$ cat config.mk
export PLATFORM = sky130hd
export DESIGN_NAME = bitmap_font_text_box_layout
export DESIGN_NICKNAME = d
export VERILOG_FILES = /design/src/rtl/core/bftl_pkg.sv /design/src/rtl/core/bftl_front.sv /design/src/rtl/core/bftl_queue.sv /design/src/rtl/core/bftl_back.sv /design/src/rtl/core/bitmap_font_text_box_layout.sv
export VERILOG_INCLUDE_DIRS = /design/src /design/src/rtl/core
export SDC_FILE = /design/constraint.sdc
export NUM_CORES = 1
export LEC_CHECK = 0
export BUFFER_PORTS_ARGS = -buffer_cell sky130_fd_sc_hd__buf_2
export CORE_MARGIN = 3
export CORE_UTILIZATION = 50
export DETAILED_ROUTE_END_ITERATION = 10
export GPL_TIMING_DRIVEN = 0
export PLACE_DENSITY_LB_ADDON = 0.05
export SLEW_MARGIN = 20
export SYNTH_ARGS = -nofsm -noshare
export SYNTH_HDL_FRONTEND = slang
export SYNTH_SLANG_ARGS = --single-unit
$ cat constraint.sdc
create_clock -name clk -period 28.2 [get_ports clk]
set_input_delay 4.23 -clock clk [delete_from_list [all_inputs] [get_ports clk]]
set_output_delay 4.23 -clock clk [all_outputs]
set_load 0.01 [all_outputs]
$ cat src/rtl/core/bitmap_font_text_box_layout_assert.svh
// Assertion macros shared by the layout block's modules.
`ifndef BITMAP_FONT_TEXT_BOX_LAYOUT_ASSERT_SVH
`define BITMAP_FONT_TEXT_BOX_LAYOUT_ASSERT_SVH

// Same-cycle implication, off during reset.
`define BFTL_ASSERT_IMP(name, clk_s, rst_s, ante, cons, msg) \
  name: assert property (@(posedge clk_s) disable iff (!rst_s) (ante) |-> (cons)) \
    else $error(msg);

// Next-cycle implication, off during reset.
`define BFTL_ASSERT_NXT(name, clk_s, rst_s, ante, cons, msg) \
  name: assert property (@(posedge clk_s) disable iff (!rst_s) (ante) |=> (cons)) \
    else $error(msg);

`endif

$ cat src/rtl/core/bftl_pkg.sv
`default_nettype none
package bftl_pkg;

  // Job queue between front and back
  localparam int QUEUE_DEPTH = 4;
  localparam int QPTR_W      = $clog2(QUEUE_DEPTH);
  localparam int QCNT_W      = $clog2(QUEUE_DEPTH + 1);

  // Configuration port
  localparam int CFG_ADDR_W = 5;
  localparam int CFG_DATA_W = 32;

  // Pen arithmetic
  localparam int PEN_W = 18;
  localparam logic signed [PEN_W-1:0] PEN_MAX        = 18'sd131071;
  localparam logic signed [PEN_W-1:0] SCREEN_Y_CLAMP = 18'sd191;

  // Special characters and limits
  localparam logic [7:0]  CHAR_NUL     = 8'h00;
  localparam logic [7:0]  CHAR_NEWLINE = 8'h0A;
  localparam logic [15:0] NO_LIMIT     = 16'hFFFF;
  localparam logic [15:0] COUNT_MAX    = 16'hFFFF;

  // Register reset values
  localparam logic [6:0]  RST_GLYPH_WIDTH  = 7'd8;
  localparam logic [6:0]  RST_GLYPH_HEIGHT = 7'd8;
  localparam logic [15:0] RST_START_X      = 16'd0;
  localparam logic [15:0] RST_START_Y      = 16'd0;
  localparam logic [15:0] RST_LIMIT_X      = 16'd255;
  localparam logic [15:0] RST_LIMIT_Y      = 16'd191;
  localparam logic [15:0] RST_MAX_CHARS    = 16'hFFFF;
  localparam logic [15:0] RST_DEPTH        = 16'd0;

  typedef enum logic [2:0] {
    REG_GLYPH_WIDTH,
    REG_GLYPH_HEIGHT,
    REG_START_X,
    REG_START_Y,
    REG_LIMIT_X,
    REG_LIMIT_Y,
    REG_MAX_CHARS,
    REG_DEPTH_PRIORITY
  } reg_idx_t;

  typedef struct packed {
    logic [6:0]         glyph_width;
    logic [6:0]         glyph_height;
    logic signed [15:0] start_x;
    logic signed [15:0] start_y;
    logic signed [15:0] limit_x;
    logic signed [15:0] limit_y;
    logic [15:0]        max_chars;
    logic signed [15:0] depth_priority;
  } cfg_t;

  // Classified work for the back end
  typedef struct packed {
    logic        is_done;
    logic [15:0] x;
    logic [15:0] y;
    logic [7:0]  code;
    logic [15:0] count;
  } job_t;

  typedef struct packed {
    logic               quad_valid;
    logic               done_res;
    logic signed [15:0] x_left;
    logic signed [15:0] y_top;
    logic signed [15:0] x_right;
    logic signed [15:0] y_bottom;
    logic [11:0]        u_left;
    logic [9:0]         v_top;
    logic [11:0]        u_right;
    logic [9:0]         v_bottom;
    logic signed [15:0] depth;
    logic [15:0]        char_count;
  } res_t;

endpackage
`default_nettype wire

$ cat src/rtl/core/bftl_front.sv
`default_nettype none
module bftl_front (
  input  wire logic            clk,
  input  wire logic            rst_n,
  input  wire bftl_pkg::cfg_t  cfg_i,
  input  wire logic            accept_i,
  input  wire logic [7:0]      char_i,
  input  wire logic            first_i,
  output logic                 job_valid_o,
  output bftl_pkg::job_t       job_o
);

  logic signed [bftl_pkg::PEN_W-1:0] pen_x_r, pen_x_nxt;
  logic signed [bftl_pkg::PEN_W-1:0] pen_y_r, pen_y_nxt;
  logic [15:0]                       count_r, count_nxt;
  logic                              stopped_r, stopped_nxt;

  logic signed [bftl_pkg::PEN_W-1:0] sx_ext, lx_ext, ly_ext, ylim;
  logic signed [bftl_pkg::PEN_W-1:0] px_base, py_base, px_g, py_g, line_y;
  logic signed [bftl_pkg::PEN_W:0]   line_sum;
  logic [15:0]                       cnt_base, cnt_inc;
  logic                              stop_base, limit_hit, wrap;

  // Sign-extend registers to pen width and clamp the Y limit to the screen
  always_comb begin
    sx_ext = {{(bftl_pkg::PEN_W-16){cfg_i.start_x[15]}}, cfg_i.start_x};
    lx_ext = {{(bftl_pkg::PEN_W-16){cfg_i.limit_x[15]}}, cfg_i.limit_x};
    ly_ext = {{(bftl_pkg::PEN_W-16){cfg_i.limit_y[15]}}, cfg_i.limit_y};
    ylim   = (ly_ext > bftl_pkg::SCREEN_Y_CLAMP) ? bftl_pkg::SCREEN_Y_CLAMP : ly_ext;
  end

  // Pen and count as seen by this beat, after an optional restart
  always_comb begin
    if (first_i) begin
      px_base   = sx_ext;
      py_base   = {{(bftl_pkg::PEN_W-16){cfg_i.start_y[15]}}, cfg_i.start_y};
      cnt_base  = '0;
      stop_base = 1'b0;
    end else begin
      px_base   = pen_x_r;
      py_base   = pen_y_r;
      cnt_base  = count_r;
      stop_base = stopped_r;
    end
    line_sum  = $signed({py_base[bftl_pkg::PEN_W-1], py_base})
              + $signed({{(bftl_pkg::PEN_W-6){1'b0}}, cfg_i.glyph_height});
    line_y    = (line_sum > $signed({1'b0, bftl_pkg::PEN_MAX})) ? bftl_pkg::PEN_MAX
                                                             : line_sum[bftl_pkg::PEN_W-1:0];
    cnt_inc   = (cnt_base == bftl_pkg::COUNT_MAX) ? cnt_base : cnt_base + 16'd1;
    limit_hit = (cfg_i.max_chars != bftl_pkg::NO_LIMIT) && (cnt_base >= cfg_i.max_chars);
    wrap      = px_base > lx_ext;
    px_g      = wrap ? sx_ext : px_base;
    py_g      = wrap ? line_y : py_base;
  end

  // Classify the beat and advance the pen
  always_comb begin
    pen_x_nxt   = pen_x_r;
    pen_y_nxt   = pen_y_r;
    count_nxt   = count_r;
    stopped_nxt = stopped_r;
    job_valid_o = 1'b0;
    job_o.is_done = 1'b0;
    job_o.x       = px_g[15:0];
    job_o.y       = py_g[15:0];
    job_o.code    = char_i;
    job_o.count   = cnt_inc;
    if (accept_i) begin
      pen_x_nxt   = px_base;
      pen_y_nxt   = py_base;
      count_nxt   = cnt_base;
      stopped_nxt = stop_base;
      if (stop_base) begin
        // drop until the next string starts
      end else if (limit_hit || (char_i == bftl_pkg::CHAR_NUL)) begin
        job_valid_o   = 1'b1;
        job_o.is_done = 1'b1;
        job_o.count   = cnt_base;
        stopped_nxt   = 1'b1;
      end else if (char_i == bftl_pkg::CHAR_NEWLINE) begin
        pen_x_nxt = sx_ext;
        pen_y_nxt = line_y;
        count_nxt = cnt_inc;
      end else if (py_g > ylim) begin
        job_valid_o   = 1'b1;
        job_o.is_done = 1'b1;
        job_o.count   = cnt_base;
        pen_x_nxt     = px_g;
        pen_y_nxt     = py_g;
        stopped_nxt   = 1'b1;
      end else begin
        job_valid_o = 1'b1;
        pen_x_nxt   = px_g + $signed({{(bftl_pkg::PEN_W-7){1'b0}}, cfg_i.glyph_width});
        pen_y_nxt   = py_g;
        count_nxt   = cnt_inc;
      end
    end
  end

  always_ff @(posedge clk) begin
    if (!rst_n) begin
      pen_x_r   <= {{(bftl_pkg::PEN_W-16){bftl_pkg::RST_START_X[15]}}, bftl_pkg::RST_START_X};
      pen_y_r   <= {{(bftl_pkg::PEN_W-16){bftl_pkg::RST_START_Y[15]}}, bftl_pkg::RST_START_Y};
      count_r   <= '0;
      stopped_r <= 1'b0;
    end else begin
      pen_x_r   <= pen_x_nxt;
      pen_y_r   <= pen_y_nxt;
      count_r   <= count_nxt;
      stopped_r <= stopped_nxt;
    end
  end

endmodule
`default_nettype wire

$ cat src/rtl/core/bftl_queue.sv
`default_nettype none
`include "bitmap_font_text_box_layout_assert.svh"
module bftl_queue (
  input  wire logic            clk,
  input  wire logic            rst_n,
  input  wire logic            push_i,
  input  wire bftl_pkg::job_t  job_i,
  output logic                 full_o,
  input  wire logic            pop_i,
  output bftl_pkg::job_t       job_o,
  output logic                 empty_o
);

  bftl_pkg::job_t                 entry_r [bftl_pkg::QUEUE_DEPTH];
  logic [bftl_pkg::QPTR_W-1:0]    wr_ptr_r, wr_ptr_nxt;
  logic [bftl_pkg::QPTR_W-1:0]    rd_ptr_r, rd_ptr_nxt;
  logic [bftl_pkg::QCNT_W-1:0]    cnt_r, cnt_nxt;

  assign full_o  = (cnt_r == bftl_pkg::QCNT_W'(bftl_pkg::QUEUE_DEPTH));
  assign empty_o = (cnt_r == '0);
  assign job_o   = entry_r[rd_ptr_r];

  // Advance pointers and occupancy
  always_comb begin
    wr_ptr_nxt = wr_ptr_r;
    rd_ptr_nxt = rd_ptr_r;
    cnt_nxt    = cnt_r;
    if (push_i) begin
      wr_ptr_nxt = (wr_ptr_r == bftl_pkg::QPTR_W'(bftl_pkg::QUEUE_DEPTH - 1)) ? '0
                                                                            : wr_ptr_r + 1'b1;
    end
    if (pop_i) begin
      rd_ptr_nxt = (rd_ptr_r == bftl_pkg::QPTR_W'(bftl_pkg::QUEUE_DEPTH - 1)) ? '0
                                                                            : rd_ptr_r + 1'b1;
    end
    if (push_i && !pop_i) begin
      cnt_nxt = cnt_r + 1'b1;
    end else if (pop_i && !push_i) begin
      cnt_nxt = cnt_r - 1'b1;
    end
  end

  always_ff @(posedge clk) begin
    if (!rst_n) begin
      wr_ptr_r <= '0;
      rd_ptr_r <= '0;
      cnt_r    <= '0;
    end else begin
      wr_ptr_r <= wr_ptr_nxt;
      rd_ptr_r <= rd_ptr_nxt;
      cnt_r    <= cnt_nxt;
    end
  end

  // Hold the job payload
  always_ff @(posedge clk) begin
    if (push_i) begin
      entry_r[wr_ptr_r] <= job_i;
    end
  end

  `BFTL_ASSERT_IMP(a_no_push_full, clk, rst_n, push_i, !full_o, "job pushed into full queue")
  `BFTL_ASSERT_IMP(a_no_pop_empty, clk, rst_n, pop_i, !empty_o, "job popped from empty queue")
  `BFTL_ASSERT_NXT(a_cnt_grows, clk, rst_n, push_i && !pop_i, cnt_r == $past(cnt_r) + 1'b1, "queue count did not grow on push")

endmodule
`default_nettype wire

$ cat src/rtl/core/bftl_back.sv
`default_nettype none
`include "bitmap_font_text_box_layout_assert.svh"
module bftl_back (
  input  wire logic            clk,
  input  wire logic            rst_n,
  input  wire bftl_pkg::cfg_t  cfg_i,
  input  wire bftl_pkg::job_t  job_i,
  input  wire logic            job_ready_i,
  output logic                 job_take_o,
  input  wire logic            pop_i,
  output logic                 empty_o,
  output bftl_pkg::res_t       res_o
);

  logic           out_valid_r, out_valid_nxt;
  bftl_pkg::res_t res_r, res_nxt;
  logic [11:0]    u_val;
  logic [9:0]     v_val;

  // Take a job when the output register is free or being drained
  assign job_take_o = job_ready_i && (!out_valid_r || pop_i);
  assign empty_o    = !out_valid_r;
  assign res_o      = res_r;

  // Build the quad and texel rectangle, or a done result
  always_comb begin
    u_val = {7'd0, job_i.code[4:0]} * {5'd0, cfg_i.glyph_width};
    v_val = {7'd0, job_i.code[7:5]} * {3'd0, cfg_i.glyph_height};
    if (job_i.is_done) begin
      res_nxt            = '0;
      res_nxt.done_res   = 1'b1;
      res_nxt.char_count = job_i.count;
    end else begin
      res_nxt.quad_valid = 1'b1;
      res_nxt.done_res   = 1'b0;
      res_nxt.x_left     = job_i.x;
      res_nxt.y_top      = job_i.y;
      res_nxt.x_right    = job_i.x + {9'd0, cfg_i.glyph_width};
      res_nxt.y_bottom   = job_i.y + {9'd0, cfg_i.glyph_height};
      res_nxt.u_left     = u_val;
      res_nxt.v_top      = v_val;
      res_nxt.u_right    = u_val + {5'd0, cfg_i.glyph_width};
      res_nxt.v_bottom   = v_val + {3'd0, cfg_i.glyph_height};
      res_nxt.depth      = cfg_i.depth_priority;
      res_nxt.char_count = job_i.count;
    end
  end

  always_comb begin
    out_valid_nxt = out_valid_r;
    if (job_take_o) begin
      out_valid_nxt = 1'b1;
    end else if (pop_i) begin
      out_valid_nxt = 1'b0;
    end
  end

  always_ff @(posedge clk) begin
    if (!rst_n) begin
      out_valid_r <= 1'b0;
    end else begin
      out_valid_r <= out_valid_nxt;
    end
  end

  // Load the output register
  always_ff @(posedge clk) begin
    if (job_take_o) begin
      res_r <= res_nxt;
    end
  end

  `BFTL_ASSERT_IMP(a_one_kind, clk, rst_n, out_valid_r, res_r.quad_valid ^ res_r.done_res, "result is neither quad nor done")

endmodule
`default_nettype wire

$ cat src/rtl/core/bitmap_font_text_box_layout.sv
// A character's job is written into the job queue, then built into the output register once that is free or drained.
// Throughput: one character per cycle; full rises only when the four-entry job queue
// between the classifier and the quad builder is full, which follows result stalls.
// Newlines and dropped characters give no result.
// Reset: synchronous, active low; empties the queue and the output register, resets the pen,
// and returns all configuration registers to their default values.
`default_nettype none
module bitmap_font_text_box_layout (
  input  wire logic                              clk,
  input  wire logic                              rst_n,
  // character stream
  input  wire logic                              push,
  output logic                                   full,
  input  wire logic [7:0]                        in_character,
  input  wire logic                              in_first_of_string,
  // results
  output logic                                   empty,
  input  wire logic                              pop,
  output logic                                   out_quad_valid,
  output logic                                   out_done_res,
  output logic signed [15:0]                     out_x_left,
  output logic signed [15:0]                     out_y_top,
  output logic signed [15:0]                     out_x_right,
  output logic signed [15:0]                     out_y_bottom,
  output logic [11:0]                            out_u_left,
  output logic [9:0]                             out_v_top,
  output logic [11:0]                            out_u_right,
  output logic [9:0]                             out_v_bottom,
  output logic signed [15:0]                     out_depth,
  output logic [15:0]                            out_char_count,
  // configuration
  input  wire logic                              psel,
  input  wire logic                              penable,
  input  wire logic                              pwrite,
  input  wire logic [bftl_pkg::CFG_ADDR_W-1:0]   paddr,
  input  wire logic [bftl_pkg::CFG_DATA_W-1:0]   pwdata,
  output logic [bftl_pkg::CFG_DATA_W-1:0]        prdata,
  output logic                                   pready
);

  bftl_pkg::cfg_t     cfg_r;
  bftl_pkg::reg_idx_t reg_idx;
  logic               cfg_wr, in_acc, job_valid, q_full, q_empty, q_pop;
  bftl_pkg::job_t     job_in, job_head;
  bftl_pkg::res_t     res;

  assign pready  = 1'b1;
  assign reg_idx = bftl_pkg::reg_idx_t'(paddr[bftl_pkg::CFG_ADDR_W-1:2]);
  assign cfg_wr  = psel && penable && pwrite && pready;
  assign full    = q_full;
  assign in_acc  = push && !q_full;

  // Write configuration registers
  always_ff @(posedge clk) begin
    if (!rst_n) begin
      cfg_r.glyph_width    <= bftl_pkg::RST_GLYPH_WIDTH;
      cfg_r.glyph_height   <= bftl_pkg::RST_GLYPH_HEIGHT;
      cfg_r.start_x        <= bftl_pkg::RST_START_X;
      cfg_r.start_y        <= bftl_pkg::RST_START_Y;
      cfg_r.limit_x        <= bftl_pkg::RST_LIMIT_X;
      cfg_r.limit_y        <= bftl_pkg::RST_LIMIT_Y;
      cfg_r.max_chars      <= bftl_pkg::RST_MAX_CHARS;
      cfg_r.depth_priority <= bftl_pkg::RST_DEPTH;
    end else if (cfg_wr) begin
      case (reg_idx)
        bftl_pkg::REG_GLYPH_WIDTH:    cfg_r.glyph_width    <= pwdata[6:0];
        bftl_pkg::REG_GLYPH_HEIGHT:   cfg_r.glyph_height   <= pwdata[6:0];
        bftl_pkg::REG_START_X:        cfg_r.start_x        <= pwdata[15:0];
        bftl_pkg::REG_START_Y:        cfg_r.start_y        <= pwdata[15:0];
        bftl_pkg::REG_LIMIT_X:        cfg_r.limit_x        <= pwdata[15:0];
        bftl_pkg::REG_LIMIT_Y:        cfg_r.limit_y        <= pwdata[15:0];
        bftl_pkg::REG_MAX_CHARS:      cfg_r.max_chars      <= pwdata[15:0];
        bftl_pkg::REG_DEPTH_PRIORITY: cfg_r.depth_priority <= pwdata[15:0];
        default: ;
      endcase
    end
  end

  // Read back configuration registers
  always_comb begin
    case (reg_idx)
      bftl_pkg::REG_GLYPH_WIDTH:    prdata = {25'd0, cfg_r.glyph_width};
      bftl_pkg::REG_GLYPH_HEIGHT:   prdata = {25'd0, cfg_r.glyph_height};
      bftl_pkg::REG_START_X:        prdata = {16'd0, cfg_r.start_x};
      bftl_pkg::REG_START_Y:        prdata = {16'd0, cfg_r.start_y};
      bftl_pkg::REG_LIMIT_X:        prdata = {16'd0, cfg_r.limit_x};
      bftl_pkg::REG_LIMIT_Y:        prdata = {16'd0, cfg_r.limit_y};
      bftl_pkg::REG_MAX_CHARS:      prdata = {16'd0, cfg_r.max_chars};
      bftl_pkg::REG_DEPTH_PRIORITY: prdata = {16'd0, cfg_r.depth_priority};
      default:                      prdata = '0;
    endcase
  end

  bftl_front u_front (
    .clk         (clk),
    .rst_n       (rst_n),
    .cfg_i       (cfg_r),
    .accept_i    (in_acc),
    .char_i      (in_character),
    .first_i     (in_first_of_string),
    .job_valid_o (job_valid),
    .job_o       (job_in)
  );

  bftl_queue u_queue (
    .clk     (clk),
    .rst_n   (rst_n),
    .push_i  (job_valid),
    .job_i   (job_in),
    .full_o  (q_full),
    .pop_i   (q_pop),
    .job_o   (job_head),
    .empty_o (q_empty)
  );

  bftl_back u_back (
    .clk         (clk),
    .rst_n       (rst_n),
    .cfg_i       (cfg_r),
    .job_i       (job_head),
    .job_ready_i (!q_empty),
    .job_take_o  (q_pop),
    .pop_i       (pop && !empty),
    .empty_o     (empty),
    .res_o       (res)
  );

  assign out_quad_valid = res.quad_valid;
  assign out_done_res   = res.done_res;
  assign out_x_left     = res.x_left;
  assign out_y_top      = res.y_top;
  assign out_x_right    = res.x_right;
  assign out_y_bottom   = res.y_bottom;
  assign out_u_left     = res.u_left;
  assign out_v_top      = res.v_top;
  assign out_u_right    = res.u_right;
  assign out_v_bottom   = res.v_bottom;
  assign out_depth      = res.depth;
  assign out_char_count = res.char_count;

endmodule
`default_nettype wire
==> flow_metrics.tcl <==
set metrics [dict create \
    status "finished, final reports clean" \
    post_cts_resize_count 0 \
    antenna_found_initial 1 \
    r2r-start "cfg_r[95]" \
    relSlewSlack 0.196 \
    cts_root_buf "clkbuf_16" \
    slowest_stage "o21ai_1" \
    synth_seq_cells 543 \
    synth_ff_type "edfxtp_1" \
    io_buffers 184 \
    setup_viol 0 \
    syn_area_sq_mm 0.0283 \
    wire_per_inst_microns 24.4 \
    cts.sinks 543 \
    dieWidth_microns 244 \
    slowest_delay_ns 0.78 \
    syn2layout_area_growth_pct 14.5 \
    first_pass_iters 6 \
    cts_made_buffers 58 \
    hpwl_microns 67600 \
    netlist.area_leader.share 0.392 \
    grt_use_total 0.299 \
    post_cts_buffers 0 \
    n_antenna_cell 0 \
    hold_viol 0 \
    synth_most_common_cell "edfxtp_1" \
    start_util 0.510 \
    fin_crit_sh 0.500 \
    async_flop_share 0 \
    first_iter_violations 1860 \
    avgViaCountPerCell 5.92 \
    nNetsFinal 3098 \
    synthTopCellsByArea "edfxtp_1 39%, dfxtp_1 12%, ha_1 5.7%" \
    drive_gt1_frac 0.154 \
    crit_start "in_first_of_string" \
    drc 0 \
    cts-htree-levels 2 \
    p_leak_uw 0.0127 \
    max_freq_mhz 70.9 \
    grt_pass1_wl_microns 134000 \
    hold_start "u_front.pen_y_r[5]" \
    grt_pass1_vias 21390 \
    vias 21824 \
    rr_endpoint "u_queue.entry_r[0][4]" \
    drtAntennaViolNets 0 \
    worstMarginPinSlew_ns 1.20 \
    reg2reg_setup_slack_ns 18.73 \
    yosysSeqAreaShare 0.515 \
    whs_endpoint "u_front.pen_y_r[5]" \
    grt_overflow 0 \
    ir_drop_mv 0.0584 \
    synth_area_per_cell_sq_um 10.8 \
    period_needed_ns 14.11 \
    cts.clk_slew.worst_paths_ns 0.06 \
    dieHeight_microns 244 \
    routed_wl_microns 89800 \
    setup_tns_ns 0 \
    synth_top_area_cell "edfxtp_1" \
    gp_congestion 0.998 \
    cts_tree "built" \
    ios 230 \
    cts_hold_repair.buffers 0 \
    clock_path_buffers 3 \
    die_area_sq_mm 0.0595 \
    yosys_warnings 0 \
    core_sq_mm 0.0555 \
    critPathCaptureType "flip-flop" \
    grt_max_degree 46 \
    synth_cell_types 89 \
    hold_ws_ns 0.454 \
    drv_cap 0 \
    drv_slew 0 \
    critical_path_class "in2reg" \
    crit_path_start_kind "primary input" \
    r2r_cells 25 \
    min_delay_path_depth 2 \
    hp-class "reg2reg" \
    synth_edf_count 370 \
    cp.required_ns 28.54 \
    crit_arrival_ns 14.46 \
    crit_fanout 10 \
    synth_common_cells "370 x edfxtp_1, 351 x nand2_1, 205 x a21oi_1, 183 x nor2_1, 173 x dfxtp_1" \
    skew_ns 0.0319 \
    synthCells 2619 \
    num_rows 86 \
    grt_setup_unrepaired "no" \
    path_common_cell "clkbuf_1" \
    power_density_mw_per_mm2 89.2 \
    clk_latency_ns 0.63 \
    totalPowerFinal_uw 2890 \
]
per-stage QoR:
stage / setup WS [ns] / std cells / instance area (sq um) / utilization
3_3_place_gp: 9.30 / 3566 / 30200 / 0.544
6_report: 14.09 / 3687 / 32400 / 0.584
5_1_grt: 13.92 / 3687 / 32400 / 0.584
2_1_floorplan: 15.02 / 2634 / 28400 / -
3_5_place_dp: 13.90 / 3577 / 30500 / 0.550
4_1_cts: 14.50 / 3687 / 32400 / 0.584
layout by cell type, fill, tap and decap left out, types with 20 or more instances in the layout:
cell type    n
buf_2      200
nor2_1     183
mux2_2      31
dfxtp_1    173
inv_1      123
mux4_2      62
nor2b_1     88
o211ai_1    30
nand2_1    351
ha_1       128
nand4_1     30
and2_1      45
and3_1      20
xnor2_1     39
edfxtp_1   370
a21oi_1    204
nand3_1     64
fa_1        28
clkbuf_16   58
clkbuf_1   111
mux2i_1     46
nor3_1      35
xor2_1      31
a21o_1      26
buf_4       26
o21ai_0    123
worst max-delay path: cells and delay by family:
family                     cells  cell delay, ns
adders and majority gates      2            0.74
buffers and inverters         10            4.48
and+or+nand+nor                8            1.63
xor gates and xnor gates       1            0.48
AOI/OAI and AO/OA              7            2.83
worst max-delay path by stage:
stage / slack (ns) / cells past startpoint / endpoint
2_1_floorplan: 15.02 / 9 / u_queue.cnt_r[2]
3_3_place_gp: 9.30 / 10 / u_queue.cnt_r[2]
3_5_place_dp: 13.90 / 28 / u_queue.entry_r[0][4]
4_1_cts: 14.50 / 28 / u_queue.entry_r[1][4]
5_1_grt: 13.92 / 28 / u_queue.entry_r[1][4]
6_report: 14.09 / 28 / u_queue.entry_r[0][4]
routing by layer:
layer	track usage	share of wire
met1	0.407	0.42
met2	0.495	0.48
met3	0.0526	0.076
met4	0.0882	0.029
met5	0	0
layout make-up:
cell class                 count  area, sq um
inverter                     125          469
multi-input combinational   1815        12700
tap                          748          936
buffer                       151          699
timing repair buffer         195         1190
clock inverter                35          345
fill                        4756        23100
sequential                   543        14600
clock buffer                  75         1550
power by group:
group | internal, uW | switching [uW]
Sequential | 1090 | 44.5
Clock | 435 | 327
Combinational | 363 | 634
flip-flops by register name, summed over array words and instances (netlist names), named ones only:
register and cells:
u_queue.wr_ptr_r 2, u_queue.rd_ptr_r 2, u_front.stopped_r 1, u_back.out_valid_r 1, u_back.res_o 142, u_front.pen_x_r 18, u_queue.cnt_r 3, u_front.pen_y_r 18
cfg_r 110, u_front.count_r 16, u_queue.entry_r 228
cells by family (layout without fill, tap and decap cells):
| logic type | after synthesis | count (layout) | synth area share |
|---|---|---|---|
| flops | 543 | 543 | 0.515 |
| other cells | 2 | 17 | 0.000265 |
| simple gates | 891 | 891 | 0.148 |
| buf+inv | 276 | 581 | 0.0412 |
| mux | 141 | 141 | 0.0788 |
| fa+ha+maj | 156 | 156 | 0.0764 |
| compound gates | 540 | 540 | 0.119 |
| xor+xnor | 70 | 70 | 0.0217 |
(Power assumes the default switching activity.)
